<file path="src/rtl/sfbi_pkg.sv">
`timescale 1ns / 1ps
`default_nettype none

package sfbi_pkg;

   localparam int TAPS     = 8;
   localparam int OUT_EDGE = 8;
   localparam int SHIFT    = 6;
   localparam int EDGE     = OUT_EDGE + TAPS - 1;

   localparam int SAMPLE_W = 8;
   localparam int TAP_W    = 8;
   localparam int HVAL_W   = 16;
   localparam int PIX_W    = 8;
   localparam int CNT_W    = $clog2(EDGE);
   localparam int COEF_W   = 64;
   localparam int CSR_IDX_W = 8;

   // signed tap times zero-extended sample
   localparam int HPROD_W = TAP_W + SAMPLE_W + 1;
   localparam int HSUM_W  = HPROD_W + $clog2(TAPS);
   localparam int VPROD_W = TAP_W + HVAL_W;
   localparam int VSUM_W  = VPROD_W + $clog2(TAPS);

   localparam int PIX_MAX = 255;

   localparam logic [COEF_W-1:0] COEF_RESET = COEF_W'(64'h0000_0000_4000_0000);

   localparam logic [CSR_IDX_W-1:0] CSR_H_COEFFS = CSR_IDX_W'(0);
   localparam logic [CSR_IDX_W-1:0] CSR_V_COEFFS = CSR_IDX_W'(1);

   localparam logic signed [HSUM_W-1:0] HVAL_MAX = HSUM_W'((1 << (HVAL_W - 1)) - 1);
   localparam logic signed [HSUM_W-1:0] HVAL_MIN = HSUM_W'(-(1 << (HVAL_W - 1)));
   localparam logic signed [VSUM_W-1:0] PIX_MAX_S = VSUM_W'(PIX_MAX);

   // per-word flags that travel down the pipeline
   typedef struct packed {
      logic hv;    // word completes a horizontal result
      logic out;   // word completes an output pixel
      logic last;  // last pixel of the block
   } sfbi_tag_type;

   function automatic logic signed [HVAL_W-1:0] sat_hval(input logic signed [HSUM_W-1:0] v);
      logic signed [HSUM_W-1:0] s;
      s = v >>> SHIFT;
      if (s > HVAL_MAX) begin
         s = HVAL_MAX;
      end else if (s < HVAL_MIN) begin
         s = HVAL_MIN;
      end
      return HVAL_W'(s);
   endfunction

   function automatic logic [PIX_W-1:0] clamp_pix(input logic signed [VSUM_W-1:0] v);
      logic signed [VSUM_W-1:0] s;
      s = v >>> SHIFT;
      if (s < 0) begin
         s = '0;
      end else if (s > PIX_MAX_S) begin
         s = PIX_MAX_S;
      end
      return PIX_W'(s);
   endfunction

endpackage

`default_nettype wire

</file>
<file path="src/rtl/sfbi_line_cell.sv">
`timescale 1ns / 1ps
`default_nettype none

// one vertical tap: a row-long line of horizontal results and the weighted product
module sfbi_line_cell (
   input  wire logic                                      clock,
   input  wire logic                                      shift_en,
   input  wire logic                                      step_en,
   input  wire logic signed [sfbi_pkg::HVAL_W-1:0]        data_in,
   input  wire logic signed [sfbi_pkg::TAP_W-1:0]         tap,
   output logic signed [sfbi_pkg::HVAL_W-1:0]             data_out,
   output logic signed [sfbi_pkg::VPROD_W-1:0]            product_out
);

   logic signed [sfbi_pkg::HVAL_W-1:0]   line_ff [sfbi_pkg::OUT_EDGE];
   logic signed [sfbi_pkg::VPROD_W-1:0]  product_ff;
   logic signed [sfbi_pkg::VPROD_W-1:0]  product_in;
   logic signed [sfbi_pkg::VPROD_W-1:0]  tap_ext;
   logic signed [sfbi_pkg::VPROD_W-1:0]  data_ext;

   always_comb begin
      tap_ext    = sfbi_pkg::VPROD_W'(tap);
      data_ext   = sfbi_pkg::VPROD_W'(data_in);
      product_in = tap_ext * data_ext;
   end

   // oldest entry leaves one row after it came in
   always_ff @(posedge clock) begin
      if (shift_en) begin
         line_ff[0] <= data_in;
         for (int i = 1; i < sfbi_pkg::OUT_EDGE; i++) begin
            line_ff[i] <= line_ff[i-1];
         end
      end
   end

   always_ff @(posedge clock) begin
      if (step_en) begin
         product_ff <= product_in;
      end
   end

   assign data_out    = line_ff[sfbi_pkg::OUT_EDGE-1];
   assign product_out = product_ff;

endmodule

`default_nettype wire

</file>
<file path="config.mk">
export PLATFORM = sky130hd
export DESIGN_NAME = sfbi_line_cell
export DESIGN_NICKNAME = d
export VERILOG_FILES = /design/src/rtl/sfbi_pkg.sv /design/src/rtl/sfbi_line_cell.sv
export SDC_FILE = /design/constraint.sdc
export NUM_CORES = 1
export LEC_CHECK = 0
export ABC_AREA = 1
export BUFFER_PORTS_ARGS = -buffer_cell sky130_fd_sc_hd__buf_2
export CAP_MARGIN = 0
export CORE_MARGIN = 2
export CORE_UTILIZATION = 42
export CTS_CLUSTER_SIZE = 14
export DETAILED_ROUTE_END_ITERATION = 16
export PLACE_DENSITY = 0.68
export SYNTH_ARGS = -nofsm -noshare
export SYNTH_HDL_FRONTEND = slang
export SYNTH_SLANG_ARGS = --single-unit
</file>
<file path="constraint.sdc">
create_clock -name clock -period 6.3 [get_ports clock]
set_input_delay 0.63 -clock clock [delete_from_list [all_inputs] [get_ports clock]]
set_output_delay 0.63 -clock clock [all_outputs]
set_load 0.02 [all_outputs]
</file>
==> flow_summary.json <==
{
  "cp_max_fo": 17,
  "hp-start": "line_ff[1][25]$_DFFE_PP_",
  "grt_use_met1": 0.179,
  "layout-drive-gt1-share": 0.110,
  "io_pins": 67,
  "clkTransAtPathRegs_ns": 0.07,
  "synthCells": 946,
  "p_leak_nw": 5.54,
  "postSynthAreaPerCell_um2": 10.4,
  "final_cell_area_mm2": 0.0110,
  "dieWidth_um": 157,
  "cts_resized": 0,
  "most-common-layout-cells": "inv_1, nand2_1, edfxtp_1",
  "coreArea_mm2": 0.0233,
  "ys_ff_latch": 152,
  "place_congestion": 0.888,
  "cts.path.max_buffers": 2,
  "drtIter0Drc": 333,
  "numCtsBuffers": 17,
  "period_share": 0.725,
  "min-delay-path-class": "reg -> reg",
  "root_buffer": "clkbuf_16",
  "timing.hold.ws_ns": 0.416,
  "worst_pin_slew_ns": 0.985,
  "max_cap_violations": 0,
  "syn_area_mm2": 0.00988,
  "min_path_cells": 0,
  "ff_latch_area_mm2": 0.00456,
  "fillerInstances": 2161,
  "multi_input_area_mm2": 0.00410,
  "die_h_um": 157,
  "rows": 56,
  "met2_usage": 0.273,
  "crit_arrival_ns": 4.75,
  "synth_nets": 1121,
  "die_area_mm2": 0.0248,
  "p_total_mw": 4.61,
  "postRouteWirelength_mm": 17.3,
  "clock-sinks": 152,
  "slew_headroom": 0.344,
  "finalHoldViolCount": 0,
  "antenna_cells": 0,
  "grt-ovfl-total": 0,
  "start_util": 0.425,
  "yosysSeqAreaShare": 0.462,
  "critical_path_required_ns": 6.48,
  "period_needed_ns": 4.57,
  "rsz0062_at_grt": "false",
  "post-route-drc-count": 0,
  "grt_pass1_vias": 6105,
  "maxSlewViolCount": 0,
  "cp-end-kind": "flop",
  "setup_violations": 0,
  "post_cts_buffers": 0,
  "nets": 1160,
  "dr.pass1.iters": 5,
  "grt_use_met3": 0.0344,
  "skew_ns": 0.00851,
  "clock_latency_ns": 0.42,
  "reg2regPathDepth": 0,
  "ir_worst_vdd_mv": 0.188,
  "cts_tree": "yes",
  "grt.busiest_layer": "met2",
  "setup_tns_ns": 0,
  "grt_max_degree": 83,
  "r2r_end": "line_ff[0][51]$_DFFE_PP_",
  "worstSetupPathType": "in -> reg",
  "crit_path_start_kind": "input port",
  "power_density_mw_per_mm2": 421,
  "via_count": 5991,
  "cts_hold_buf": 0,
  "via_per_inst": 4.55,
  "syn2layout_area_growth_pct": 11.1,
  "layout_commonest_cell": "inv_1",
  "reg2reg_slack_ns": 5.67,
  "crit-reg2reg-launch": "line_ff[0][35]$_DFFE_PP_",
  "ys.warnings.count": 0,
  "hold_end": "line_ff[1][41]$_DFFE_PP_",
  "hpwl_mm": 13.2,
  "fmax_mhz": 219,
  "grt_pass1_wl_mm": 28.9,
  "wl_per_cell_um": 13.1,
  "dp_cells": 1285,
  "status": "complete, no violations",
  "ctsHtreeMaxLevel": 4,
  "placed_area_mm2": 0.0104,
  "grtUsageTotal": 0.152,
  "synth_cell_types": 25,
  "antenna_left": 0,
  "fin_cells": 1317,
  "io_buffers": 66,
  "antenna_found_initial": 0
}
[cell families (layout without fill, tap and decap cells)]
kind of cell | Yosys count | count (layout) | share of synthesized area
and+or+nand+nor | 301 | 301 | 0.124
adders and majority gates | 148 | 148 | 0.266
xor gates and xnor gates | 13 | 13 | 0.0115
buffers and inverters | 309 | 361 | 0.123
AOI/OAI and AO/OA | 23 | 23 | 0.0128
DFF | 152 | 152 | 0.462
[final cells by class]
| cell class | instances | area share |
|---|---|---|
| Clock buffer | 17 | 0.0388 |
| Tap cell | 319 | 0.0364 |
| Multi-Input combinational cell | 485 | 0.373 |
| Sequential cell | 152 | 0.416 |
| Inverter | 262 | 0.0896 |
| Timing Repair Buffer | 67 | 0.0310 |
| Clock inverter | 15 | 0.0152 |
[metal layers]
metal,up-vias,routed length (um)
met4,0,370
li1,2895,-
met5,-,0
met1,2937,7080
met2,130,9030
met3,29,821
[flip-flops by register name, summed over array words and instances (netlist names)]
| register | count |
|---|---|
| line_ff | 128 |
| product_out | 24 |
[worst max-delay path, cell delays in order]
cell and delay (ns):
buf_2 0.09, inv_1 0.44, or2_2 0.22, fa_1 0.44
fa_1 0.55, inv_1 0.06, fa_1 0.53, inv_1 0.06
fa_1 0.54, inv_1 0.05, ha_1 0.37, nand2_1 0.10
inv_1 0.10, nand3_1 0.10, nor2_1 0.17, nand3_1 0.13
nand4_1 0.11, nand2_1 0.05
[worst max-delay path by stage]
stage	start	endpoint	cells after the start
2_1_floorplan	tap[2]	product_out[23]$_DFFE_PP_	17
3_3_place_gp	tap[7]	product_out[15]$_DFFE_PP_	17
3_5_place_dp	tap[7]	product_out[21]$_DFFE_PP_	18
4_1_cts	tap[7]	product_out[21]$_DFFE_PP_	18
5_1_grt	tap[7]	product_out[21]$_DFFE_PP_	18
6_report	tap[7]	product_out[21]$_DFFE_PP_	18
[through the flow]
stage / util / worst slack [ns]
after floorplan: - / 1.58
after global placement: 0.446 / 1.36
after detailed placement: 0.446 / 1.26
after CTS: 0.472 / 1.73
after global routing: 0.472 / 1.44
final: 0.472 / 1.73
[where the power goes]
group	internal, mW	total [mW]	switching [mW]	leakage [nW]
logic	0.799	2.23	1.43	3.77
registers	1.33	1.37	0.0315	1.49
clock network	0.593	1.02	0.426	0.289
[cells in the mapped netlist (all sizes together)]
cell	count	area, um^2
nor3	1	5.00
buf	17	124
xor2	8	70.1
nand3b	4	30.0
fa	103	2060
xnor2	5	43.8
inv	262	983
nand2	222	841
o21ai	4	20.0
a21boi	1	11.3
clkbuf	30	113
edfxtp	152	4560
nor2	37	154
ha	45	563
a21oi	16	80.1
o21bai	2	15.0
nand4	5	31.3
nand3	29	150
or2	3	18.8
No activity file was read; power rests on OpenSTA's default activity.
