===== src/rtl/sfbi_pkg.sv =====
`timescale 1ns / 1ps
`default_nettype none

package sfbi_pkg;

   localparam int TAPS     = 8;
   localparam int OUT_EDGE = 8;
   localparam int SHIFT    = 6;
   localparam int EDGE     = OUT_EDGE + TAPS - 1;

   localparam int SAMPLE_W = 8;
   localparam int TAP_W    = 8;
   localparam int HVAL_W   = 16;
   localparam int PIX_W    = 8;
   localparam int CNT_W    = $clog2(EDGE);
   localparam int COEF_W   = 64;
   localparam int CSR_IDX_W = 8;

   // signed tap times zero-extended sample
   localparam int HPROD_W = TAP_W + SAMPLE_W + 1;
   localparam int HSUM_W  = HPROD_W + $clog2(TAPS);
   localparam int VPROD_W = TAP_W + HVAL_W;
   localparam int VSUM_W  = VPROD_W + $clog2(TAPS);

   localparam int PIX_MAX = 255;

   localparam logic [COEF_W-1:0] COEF_RESET = COEF_W'(64'h0000_0000_4000_0000);

   localparam logic [CSR_IDX_W-1:0] CSR_H_COEFFS = CSR_IDX_W'(0);
   localparam logic [CSR_IDX_W-1:0] CSR_V_COEFFS = CSR_IDX_W'(1);

   localparam logic signed [HSUM_W-1:0] HVAL_MAX = HSUM_W'((1 << (HVAL_W - 1)) - 1);
   localparam logic signed [HSUM_W-1:0] HVAL_MIN = HSUM_W'(-(1 << (HVAL_W - 1)));
   localparam logic signed [VSUM_W-1:0] PIX_MAX_S = VSUM_W'(PIX_MAX);

   // per-word flags that travel down the pipeline
   typedef struct packed {
      logic hv;    // word completes a horizontal result
      logic out;   // word completes an output pixel
      logic last;  // last pixel of the block
   } sfbi_tag_type;

   function automatic logic signed [HVAL_W-1:0] sat_hval(input logic signed [HSUM_W-1:0] v);
      logic signed [HSUM_W-1:0] s;
      s = v >>> SHIFT;
      if (s > HVAL_MAX) begin
         s = HVAL_MAX;
      end else if (s < HVAL_MIN) begin
         s = HVAL_MIN;
      end
      return HVAL_W'(s);
   endfunction

   function automatic logic [PIX_W-1:0] clamp_pix(input logic signed [VSUM_W-1:0] v);
      logic signed [VSUM_W-1:0] s;
      s = v >>> SHIFT;
      if (s < 0) begin
         s = '0;
      end else if (s > PIX_MAX_S) begin
         s = PIX_MAX_S;
      end
      return PIX_W'(s);
   endfunction

endpackage

`default_nettype wire


===== src/rtl/sfbi_tap_cell.sv =====
`timescale 1ns / 1ps
`default_nettype none

// one horizontal tap: holds a sample of the row window and its weighted product
module sfbi_tap_cell (
   input  wire logic                                      clock,
   input  wire logic                                      reset,
   input  wire logic                                      shift_en,
   input  wire logic                                      step_en,
   input  wire logic [sfbi_pkg::SAMPLE_W-1:0]             sample_in,
   input  wire logic signed [sfbi_pkg::TAP_W-1:0]         tap,
   output logic [sfbi_pkg::SAMPLE_W-1:0]                  sample_out,
   output logic signed [sfbi_pkg::HPROD_W-1:0]            product_out
);

   logic [sfbi_pkg::SAMPLE_W-1:0]        sample_ff;
   logic signed [sfbi_pkg::HPROD_W-1:0]  product_ff;
   logic signed [sfbi_pkg::HPROD_W-1:0]  product_in;
   logic signed [sfbi_pkg::HPROD_W-1:0]  tap_ext;
   logic signed [sfbi_pkg::HPROD_W-1:0]  sample_ext;

   always_comb begin
      tap_ext    = sfbi_pkg::HPROD_W'(tap);
      sample_ext = sfbi_pkg::HPROD_W'($signed({1'b0, sample_ff}));
      product_in = tap_ext * sample_ext;
   end

   always_ff @(posedge clock) begin
      if (reset) begin
         sample_ff <= '0;
      end else if (shift_en) begin
         sample_ff <= sample_in;
      end
   end

   always_ff @(posedge clock) begin
      if (step_en) begin
         product_ff <= product_in;
      end
   end

   assign sample_out  = sample_ff;
   assign product_out = product_ff;

endmodule

`default_nettype wire


===== config.mk =====
export PLATFORM = sky130hd
export DESIGN_NAME = sfbi_tap_cell
export DESIGN_NICKNAME = d
export VERILOG_FILES = /design/src/rtl/sfbi_pkg.sv /design/src/rtl/sfbi_tap_cell.sv
export SDC_FILE = /design/constraint.sdc
export NUM_CORES = 1
export LEC_CHECK = 0
export ABC_AREA = 0
export BUFFER_PORTS_ARGS = -buffer_cell sky130_fd_sc_hd__buf_4
export CORE_ASPECT_RATIO = 1.1
export CORE_UTILIZATION = 55
export CTS_CLUSTER_SIZE = 28
export DETAILED_ROUTE_END_ITERATION = 7
export PLACE_DENSITY_LB_ADDON = 0.3
export SLEW_MARGIN = 40
export SYNTH_ARGS = -nofsm -noshare
export SYNTH_HDL_FRONTEND = slang
export SYNTH_SLANG_ARGS = --single-unit

===== constraint.sdc =====
create_clock -name clock -period 14.6 [get_ports clock]
set_clock_uncertainty 0.2 [all_clocks]
set_input_delay 2.19 -clock clock [delete_from_list [all_inputs] [get_ports clock]]
set_output_delay 2.19 -clock clock [all_outputs]
set_load 0.005 [all_outputs]

==> metrics.txt, run 1 <==
Top Ports 45; fin crit period 6.21 ns; reg-to-reg startpoint sample_out[1]$_SDFFE_PP0P_; combinational power share 0.513; PortBufs 44; CP Capture Point product_out[14]$_DFFE_PP_; Fmax achieved 0.161 GHz; syn_nets 416; fin util 0.658; Post-synth top cells inv_1, and2_1, ha_1, fa_1, nor2_1; EDFF count, synth 17; yosys synthesis warning count 0; Sequential cell area 671 sq um; PwrDens 81.1 nW/um^2; min-delay worst type register to register; via count 2300; worst relative slew slack 0.748; number of nets with antenna violations after routing 0; Post-Place Setup Slack 8.10 ns; Inst Count DP 431; r2r worst-path depth 14; Final Total Pwr 290 uW; n_diodes 0; Worst-Skew Late Latency 0.27 ns; switching share of total power 0.369; total grt overflow 0; Site Rows 28; cts bufs inserted 3; initial antenna violation count 0; R2R Path End product_out[14]$_DFFE_PP_; Post-synth ARST share 0; Setup violations, final 0; vias per cell 5.29; number of global-route vias before repair 2266; Cells after Synth 316; Worst Setup Start Kind input pin; PnR worst setup slack 8.39 ns; clk sinks 25; Yosys cell types 40; die area 5990 sq um; slew at the pin closest to its max-slew limit 0.378 ns; WL final 5960 um; drt drc 0; clock-pin slew on the worst setup and hold paths 0.09 ns; largest area contributor in the netlist fa_1; crit path launch tap[7]; RSZ-0062 raised after global routing false; Multi-input gate area 2230 sq um; hpwl dp 4940 um; largest net degree at the start of global routing 18; fin cells 435; type of destination of the critical path register; area of the core 5430 sq um; setup TNS 0 ns; final hold violations 0; Synth Area per Inst 9.89 sq um; Critical Path AT 6.03 ns; status finished clean; post-synth top area share 0.237; post-DR wirelength/cell 13.7 um; type of the worst setup path input pin to register; CTS tree yes; post-synthesis sequential area ratio 0.215; Synth Cell Area 3120 sq um; Max clock buf depth 2; period utilization 0.426; Slew Limit Fails 0; die width 73.9 um; Max-cap violations 0; Placer Congestion 0.851; Psw 107 uW; wire length of the first global-routing pass 9870 um; Initial Utilization 0.575; fillcell total 457; sequential share of power 0.342; die span in y 81.0 um; router iterations before antenna repair 4; Top FF cell, synth edfxtp_1; Yosys reg bits 25; Clock power frac 0.145; Int Power 183 uW; top cells by area, synth fa_1, ha_1, edfxtp_1; post-CTS setup buffer count 0; initial DRC count 80; CTS H-tree lvls 1; r2r setup slk 9.88 ns; Worst Path Max Fanout 6; layout cell share with drive strength beyond 1 0.150; Hold Buf Count CTS 0; clk root buf clkbuf_8; CTS-repair resized insts 0; Worst EP required 14.41 ns; final net count 461; Syn-to-layout area delta 14.4%; GRT Util Overall 0.215; worst vdd ir 0.0560 mV; most frequent cell after synthesis inv_1; Leak 0.00184 uW
registers in the layout (all words and copies together) (netlist names):
name	cells
product_out	17
sample_out	8
routing by layer:
metal | GRT usage | share of wire | vias to the layer above
met5 | 0 | 0 | -
met4 | 0.0692 | 0.017 | 0
met3 | 0.0211 | 0.025 | 10
met2 | 0.394 | 0.53 | 35
met1 | 0.262 | 0.43 | 1138
li1 | - | - | 1117
final cells by class:
type,count,share of cell area
inverters,55,0.0578
multi-input cells,232,0.623
flip-flops and latches,25,0.188
clock buffers,4,0.0126
well taps,75,0.0263
repair buffers,44,0.0924
cell families after synthesis:
family	after synthesis	share of synthesized area
buffers and inverters	59	0.0725
flip-flops	25	0.215
adder cells (fa/ha/maj)	80	0.409
AND/OR/NAND/NOR	102	0.174
AO/OA/AOI/OAI	34	0.0801
XOR/XNOR	5	0.0140
multiplexers	11	0.0352
placed cells by master, fill, tap and decap left out, types with 3 or more instances in the layout:
cell type / synthesis / layout
nand2b_1: 4 / 4
ha_1: 43 / 43
a21o_1: 4 / 4
nor2_1: 21 / 21
fa_1: 37 / 37
edfxtp_1: 17 / 17
and2_1: 44 / 44
dfxtp_1: 8 / 8
xnor2_1: 3 / 3
mux2i_1: 11 / 11
a21oi_1: 9 / 9
buf_4: 1 / 44
nor3_1: 5 / 5
o21ai_0: 5 / 5
clkbuf_8: 0 / 3
nand2_1: 19 / 19
inv_1: 55 / 55
worst max-delay path: stages:
cell,delay (ns)
buf_4,0.13
inv_1,0.18
nor2_1,0.09
fa_1,0.53
fa_1,0.52
fa_1,0.54
inv_1,0.05
fa_1,0.52
inv_1,0.04
ha_1,0.33
o21a_2,0.14
o31a_4,0.13
o311ai_1,0.29
mux2i_1,0.23
o311ai_1,0.11
per-stage QoR:
stage / cell area, sq um / hold WS (ns)
floorplan: 3120 / 0.365
detailed placement: 3530 / 0.445
global placement: 3530 / 0.455
finish: 3570 / 0.463
global route: 3570 / 0.500
CTS: 3570 / 0.462
worst min path at each step:
| stage | start | to | slack (ns) | cells past startpoint |
|---|---|---|---|---|
| floorplan | sample_out[0]$_SDFFE_PP0P_ | sample_out[0]$_SDFFE_PP0P_ | 0.36 | 2 |
| global placement | sample_out[7]$_SDFFE_PP0P_ | sample_out[7]$_SDFFE_PP0P_ | 0.46 | 2 |
| detailed placement | sample_out[7]$_SDFFE_PP0P_ | sample_out[7]$_SDFFE_PP0P_ | 0.44 | 2 |
| CTS | sample_out[7]$_SDFFE_PP0P_ | sample_out[7]$_SDFFE_PP0P_ | 0.46 | 2 |
| global route | sample_out[6]$_SDFFE_PP0P_ | sample_out[6]$_SDFFE_PP0P_ | 0.50 | 2 |
| finish | sample_out[6]$_SDFFE_PP0P_ | sample_out[6]$_SDFFE_PP0P_ | 0.46 | 2 |
power groups by stage:
stage	clock (uW)	sequential (uW)	combinational, uW
floorplan	0	101	102
global placement	0	101	144
detailed placement	0	101	149
CTS	42.5	99.4	151
global route	44.9	100	169
finish	42.1	99.1	149
No activity file was read; power rests on OpenSTA's default activity.
==> run 2, diff against run 1 <==
--- a/config.mk
+++ b/config.mk
@@ -8,7 +8,7 @@
 export ABC_AREA = 0
 export BUFFER_PORTS_ARGS = -buffer_cell sky130_fd_sc_hd__buf_4
 export CORE_ASPECT_RATIO = 1.1
-export CORE_UTILIZATION = 55
+export CORE_UTILIZATION = 53
 export CTS_CLUSTER_SIZE = 28
 export DETAILED_ROUTE_END_ITERATION = 7
 export PLACE_DENSITY_LB_ADDON = 0.3
==> constraint.sdc (replaced) <==
create_clock -name clock -period 5.2 [get_ports clock]
set_clock_uncertainty 0.2 [all_clocks]
set_input_delay 0.78 -clock clock [delete_from_list [all_inputs] [get_ports clock]]
set_output_delay 0.78 -clock clock [all_outputs]
set_load 0.005 [all_outputs]
==> run 2 against run 1 <==
  * Core utilization shrank 0.71 points
  * Non-clock buffer count grew 4
  * Register-to-register slack lost 9.4 ns
  * Final area grew 0.84%
  * Sequential cell count is the same
  * Final cell count grew 0.92%
  * Combinational power grew to 2.8 times the previous value
  * First-iteration DRC count shrank 5.0%
  * Die area grew 3.7%
  * Critical path depth is the same
  * Global-route usage shrank 0.52 points
==> metrics.txt, run 2 (same netlist as run 1, synthesis figures left out) <==
cts bufs inserted 3 (unchanged); CP Capture Point product_out[14]$_DFFE_PP_ (unchanged); router iterations before antenna repair 5 (was 4); final hold violations 0 (unchanged); n_diodes 0 (unchanged); reg-to-reg startpoint sample_out[3]$_SDFFE_PP0P_ (was sample_out[1]$_SDFFE_PP0P_); Fmax achieved 0.209 GHz; Site Rows 28 (unchanged); clk sinks 25 (unchanged); Setup violations, final 0 (unchanged); drt drc 0 (unchanged); slew at the pin closest to its max-slew limit 0.344 ns (was 0.378 ns); PortBufs 44 (unchanged); Placer Congestion 0.865 (was 0.851); RSZ-0062 raised after global routing false (unchanged); Worst Path Max Fanout 6 (unchanged); WL final 5920 um (was 5960 um); type of destination of the critical path register (unchanged); CTS-repair resized insts 0 (unchanged); post-DR wirelength/cell 13.5 um (was 13.7 um); GRT Util Overall 0.209 (was 0.215); Syn-to-layout area delta 15.3% (was 14.4%); worst relative slew slack 0.771 (was 0.748); Psw 300 uW (was 107 uW); status finished clean (unchanged); r2r setup slk 0.53 ns (was 9.88 ns); die width 75.2 um (was 73.9 um); initial DRC count 76 (was 80); area of the core 5540 sq um (was 5430 sq um); switching share of total power 0.368 (was 0.369); final net count 465 (was 461); Worst EP required 5.01 ns (was 14.41 ns); most frequent cells in the layout inv_1, buf_4, and2_1, ha_1, fa_1 (was inv_1, and2_1, buf_4, ha_1, fa_1); Top Ports 45 (unchanged); worst vdd ir 0.134 mV (was 0.0560 mV); period utilization 0.922; wire length of the first global-routing pass 9590 um (was 9870 um); clock-pin slew on the worst setup and hold paths 0.09 ns (about the same); number of nets with antenna violations after routing 0 (unchanged); sequential share of power 0.336 (was 0.342); min-delay worst type register to register (unchanged); Worst-Skew Late Latency 0.27 ns (about the same); CTS tree yes (unchanged); post-CTS setup buffer count 0 (unchanged); setup TNS 0 ns (unchanged); max reg flops 17 (unchanged); most common cell after layout, fill and taps aside inv_1 (unchanged); PwrDens 226 nW/um^2 (was 81.1 nW/um^2); clk root buf clkbuf_8 (unchanged); combinational power share 0.520 (was 0.513); R2R Path End product_out[14]$_DFFE_PP_ (unchanged); r2r worst-path depth 14 (unchanged); crit path launch tap[7] (unchanged); Clock power frac 0.145 (about the same); CTS H-tree lvls 1 (unchanged); via count 2328 (was 2300); Leak 0.00187 uW (was 0.00184 uW); Hold Buf Count CTS 0 (unchanged); fin crit period 4.79 ns; Worst Setup Start Kind input pin (unchanged); die area 6210 sq um (was 5990 sq um); largest net degree at the start of global routing 18 (unchanged); die span in y 82.5 um (was 81.0 um); hpwl dp 4870 um (was 4940 um); Critical Path AT 4.61 ns (was 6.03 ns); Int Power 515 uW (was 183 uW); total grt overflow 0 (unchanged); Max-cap violations 0 (unchanged); layout cell share with drive strength beyond 1 0.159 (was 0.150); initial antenna violation count 0 (unchanged); type of the worst setup path input pin to register (unchanged); Max clock buf depth 2 (unchanged); Final Total Pwr 816 uW (was 290 uW); vias per cell 5.30 (was 5.29); number of global-route vias before repair 2150 (was 2266); Slew Limit Fails 0 (unchanged); Initial Utilization 0.564 (was 0.575)
-- run 2: cell types whose count changed in the layout (fill, tap and decap cells not counted), sizes merged --
| cell | delta |
|---|---|
| buf | +4 |
-- run 2: worst min path at each step --
stage	start	slack (ns)	endpoint	cells past startpoint
after global placement	sample_out[6]$_SDFFE_PP0P_	0.34	sample_out[6]$_SDFFE_PP0P_	2
after floorplan	sample_out[0]$_SDFFE_PP0P_	0.36	sample_out[0]$_SDFFE_PP0P_	2
final	sample_out[6]$_SDFFE_PP0P_	0.37	sample_out[6]$_SDFFE_PP0P_	2
after CTS	sample_out[6]$_SDFFE_PP0P_	0.36	sample_out[6]$_SDFFE_PP0P_	2
after detailed placement	sample_out[6]$_SDFFE_PP0P_	0.34	sample_out[6]$_SDFFE_PP0P_	2
after global routing	sample_out[6]$_SDFFE_PP0P_	0.39	sample_out[6]$_SDFFE_PP0P_	2
-- run 2: through the flow --
| step | setup slack, ns | utilization | hold slack (ns) | instance area [sq um] | std cells |
|---|---|---|---|---|---|
| after floorplan | 0.421 | - | 0.365 | 3120 | 316 |
| after global placement | 0.186 | 0.643 | 0.337 | 3560 | 435 |
| after detailed placement | 0.0901 | 0.643 | 0.342 | 3560 | 435 |
| after CTS | 0.396 | 0.651 | 0.363 | 3600 | 439 |
| after global routing | 0.187 | 0.651 | 0.391 | 3600 | 439 |
| final | 0.406 | 0.651 | 0.365 | 3600 | 439 |
-- run 2: cell type report --
type / count / area [sq um]
Clock buffer: 4 / 45.0
Fill cell: 490 / 1930
Inverter: 55 / 206
Multi-Input combinational cell: 232 / 2230
Sequential cell: 25 / 671
Tap cell: 75 / 93.8
Timing Repair Buffer: 48 / 360
-- run 2: critical path, cell delays in order --
cell and delay (ns):
buf_4 0.13, inv_1 0.17, nor2_1 0.09, fa_1 0.52, fa_1 0.53, fa_1 0.54, inv_1 0.05, fa_1 0.52
inv_1 0.04, ha_1 0.33, o21a_2 0.14, o31a_4 0.12, o311ai_1 0.29, mux2i_1 0.23, o311ai_1 0.12
-- run 2: metal layers --
| layer | GRT usage | vias up | share of wire |
|---|---|---|---|
| met3 | 0.0279 | 17 | 0.041 |
| met1 | 0.268 | 1120 | 0.42 |
| met4 | 0.107 | 0 | 0.029 |
| met2 | 0.346 | 64 | 0.51 |
| met5 | 0 | - | 0 |
| li1 | - | 1127 | - |
-- run 2: power groups by stage --
stage | Sequential (uW) | Clock [uW] | Combinational, uW
after floorplan | 283 | 0 | 286
after global placement | 279 | 0 | 410
after detailed placement | 279 | 0 | 421
after CTS | 275 | 121 | 427
after global routing | 279 | 127 | 479
final | 274 | 118 | 424
==> run 3, diff against run 2 <==
--- a/config.mk
+++ b/config.mk
@@ -8,7 +8,7 @@
 export ABC_AREA = 0
 export BUFFER_PORTS_ARGS = -buffer_cell sky130_fd_sc_hd__buf_4
 export CORE_ASPECT_RATIO = 1.1
-export CORE_UTILIZATION = 53
+export CORE_UTILIZATION = 42
 export CTS_CLUSTER_SIZE = 28
 export DETAILED_ROUTE_END_ITERATION = 7
 export PLACE_DENSITY_LB_ADDON = 0.3
==> run 3 against run 2 <==
  * Largest cell class unchanged
  * The run now ends with DRC left
  * Critical path depth unchanged
  * Setup slack worse by 0.027 ns
  * Wire length down 0.39%
  * Final area up 0.56%
  * Sequential power about the same
  * Sequential cell count unchanged
  * Register-to-register slack about the same
==> metrics.txt, run 3 (same netlist as run 1, synthesis figures left out) <==
status complete, but fails checks (was finished clean); failing checks DRC; Max-cap violations 0 (unchanged); Leak 0.00187 uW (about the same); clk root buf clkbuf_8 (unchanged); min-delay worst type register to register (unchanged); vias per cell 5.17 (was 5.30); Fmax achieved 0.207 GHz (was 0.209 GHz); Slew Limit Fails 0 (unchanged); reg-to-reg startpoint sample_out[3]$_SDFFE_PP0P_ (unchanged); period utilization 0.927 (was 0.922); Worst EP required 5.02 ns (was 5.01 ns); number of buffers and inverters on the critical path 4 (unchanged); setup TNS 0 ns (unchanged); WL final 5900 um (was 5920 um); GRT Util Overall 0.161 (was 0.209); type of the worst setup path input pin to register (unchanged); CTS-repair resized insts 0 (unchanged); PwrDens 224 nW/um^2 (was 226 nW/um^2); n_diodes 0 (unchanged); final hold violations 0 (unchanged); worst relative slew slack 0.751 (was 0.771); WHS 0.451 ns (was 0.365 ns); area of the core 7090 sq um (was 5540 sq um); via count 2328 (unchanged); slew at the pin closest to its max-slew limit 0.373 ns (was 0.344 ns); most common cell after layout, fill and taps aside inv_1 (unchanged); layout cell share with drive strength beyond 1 0.162 (was 0.159); Worst path slowest cell fa_1 (unchanged); fin crit period 4.82 ns (was 4.79 ns); CTS H-tree lvls 1 (unchanged); final net count 466 (was 465); Post-Place Setup Slack 0.0695 ns (was 0.0901 ns); fin cells 450 (was 439); r2r setup slk 0.52 ns (was 0.53 ns); r2r worst-path depth 14 (unchanged); Placer Congestion 0.881 (was 0.865); post-DR wirelength/cell 13.1 um (was 13.5 um); wire length of the first global-routing pass 10100 um (was 9590 um); PnR worst setup slack 0.379 ns (was 0.406 ns); Initial Utilization 0.441 (was 0.564); router iterations before antenna repair 6 (was 5); initial DRC count 126 (was 76); die span in y 92.5 um (was 82.5 um); die width 84.2 um (was 75.2 um); Setup violations, final 0 (unchanged); number of global-route vias before repair 2281 (was 2150); hpwl dp 4900 um (was 4870 um); Hold Buf Count CTS 0 (unchanged); Worst Setup Start Kind input pin (unchanged); clk sinks 25 (unchanged); most frequent cells in the layout inv_1, buf_4, and2_1, ha_1, fa_1 (unchanged); Top Ports 45 (unchanged); initial antenna violation count 0 (unchanged); number of nets with antenna violations after routing 0 (unchanged); worst vdd ir 0.107 mV (was 0.134 mV); clock-pin slew on the worst setup and hold paths 0.09 ns (about the same); Inst Count DP 446 (was 435); Max clock buf depth 2 (unchanged); Site Rows 32 (was 28); fin util 0.511 (was 0.651); PortBufs 44 (unchanged); CP max stage delay 0.56 ns (was 0.54 ns); CTS tree yes (unchanged); CP top delay family adder cells (unchanged); HP Start sample_out[7]$_SDFFE_PP0P_ (was sample_out[6]$_SDFFE_PP0P_); Worst Path Max Fanout 6 (unchanged); post-CTS setup buffer count 0 (unchanged); Min-Delay Path Depth 3 (was 2); Worst Hold End sample_out[7]$_SDFFE_PP0P_ (was sample_out[6]$_SDFFE_PP0P_); largest net degree at the start of global routing 18 (unchanged); R2R Path End product_out[14]$_DFFE_PP_ (unchanged); type of destination of the critical path register (unchanged); Most common cell on crit path fa_1 (unchanged); drt drc 6 (was 0); RSZ-0062 raised after global routing false (unchanged); cts bufs inserted 3 (unchanged); crit-path cells buf_4, inv_1, nor2_1, fa_1, fa_1, fa_1, inv_1, fa_1, inv_1, ha_1, o21a_2, o31a_4, o311ai_1, mux2i_1, o311ai_1 (unchanged); max reg flops 17 (unchanged); Worst-Skew Late Latency 0.27 ns (about the same); total grt overflow 0 (unchanged); die area 7790 sq um (was 6210 sq um); Critical Path AT 4.64 ns (was 4.61 ns); Syn-to-layout area delta 16.0% (was 15.3%)
## run 3: changes by cell type in the layout (fill, tap and decap cells not counted), sizes merged
cell and delta:
buf +1
## run 3: power breakdown
part	switching, uW	internal [uW]	total (uW)	leakage [uW]
combinational	218	201	419	0.00161
sequential	12.6	260	273	0.000235
clock	65.3	54.9	120	0.0000228
## run 3: worst max path at each step
| stage | start | end | slack [ns] | depth (start not counted) |
|---|---|---|---|---|
| 6_report | tap[7] | product_out[14]$_DFFE_PP_ | 0.38 | 15 |
| 5_1_grt | tap[7] | product_out[14]$_DFFE_PP_ | 0.22 | 15 |
| 4_1_cts | tap[7] | product_out[14]$_DFFE_PP_ | 0.36 | 15 |
| 3_5_place_dp | tap[7] | product_out[14]$_DFFE_PP_ | 0.07 | 15 |
| 3_3_place_gp | tap[7] | product_out[14]$_DFFE_PP_ | 0.17 | 15 |
| 2_1_floorplan | tap[7] | product_out[14]$_DFFE_PP_ | 0.42 | 14 |
## run 3: through the flow
step | total power (uW) | area, sq um
3_5_place_dp | 703 | 3580
2_1_floorplan | 569 | 3120
4_1_cts | 829 | 3620
6_report | 812 | 3620
5_1_grt | 890 | 3620
3_3_place_gp | 692 | 3580
## run 3: final cells by class
cell class                      instances  area (sq um)
Timing Repair Buffer                   49           368
Tap cell                               85           106
Fill cell                             670          3460
Clock buffer                            4          45.0
Sequential cell                        25           671
Multi-Input combinational cell        232          2230
Inverter                               55           206
## run 3: layer usage
metal / share of wire / up-vias / routed length, um / global-route usage
li1: - / 1122 / - / -
met2: 0.53 / 44 / 3130 / 0.291
met1: 0.43 / 1158 / 2550 / 0.208
met4: 0.0085 / 0 / 50 / 0.0417
met5: 0 / - / 0 / 0
met3: 0.029 / 4 / 174 / 0.0143
## run 3: tightest hold or removal path: cells and delay by family (launching register included)
family        cells  cell delay, ns
mux               1            0.07
flops             1            0.32
simple gates      1            0.08
buf+inv           1            0.15
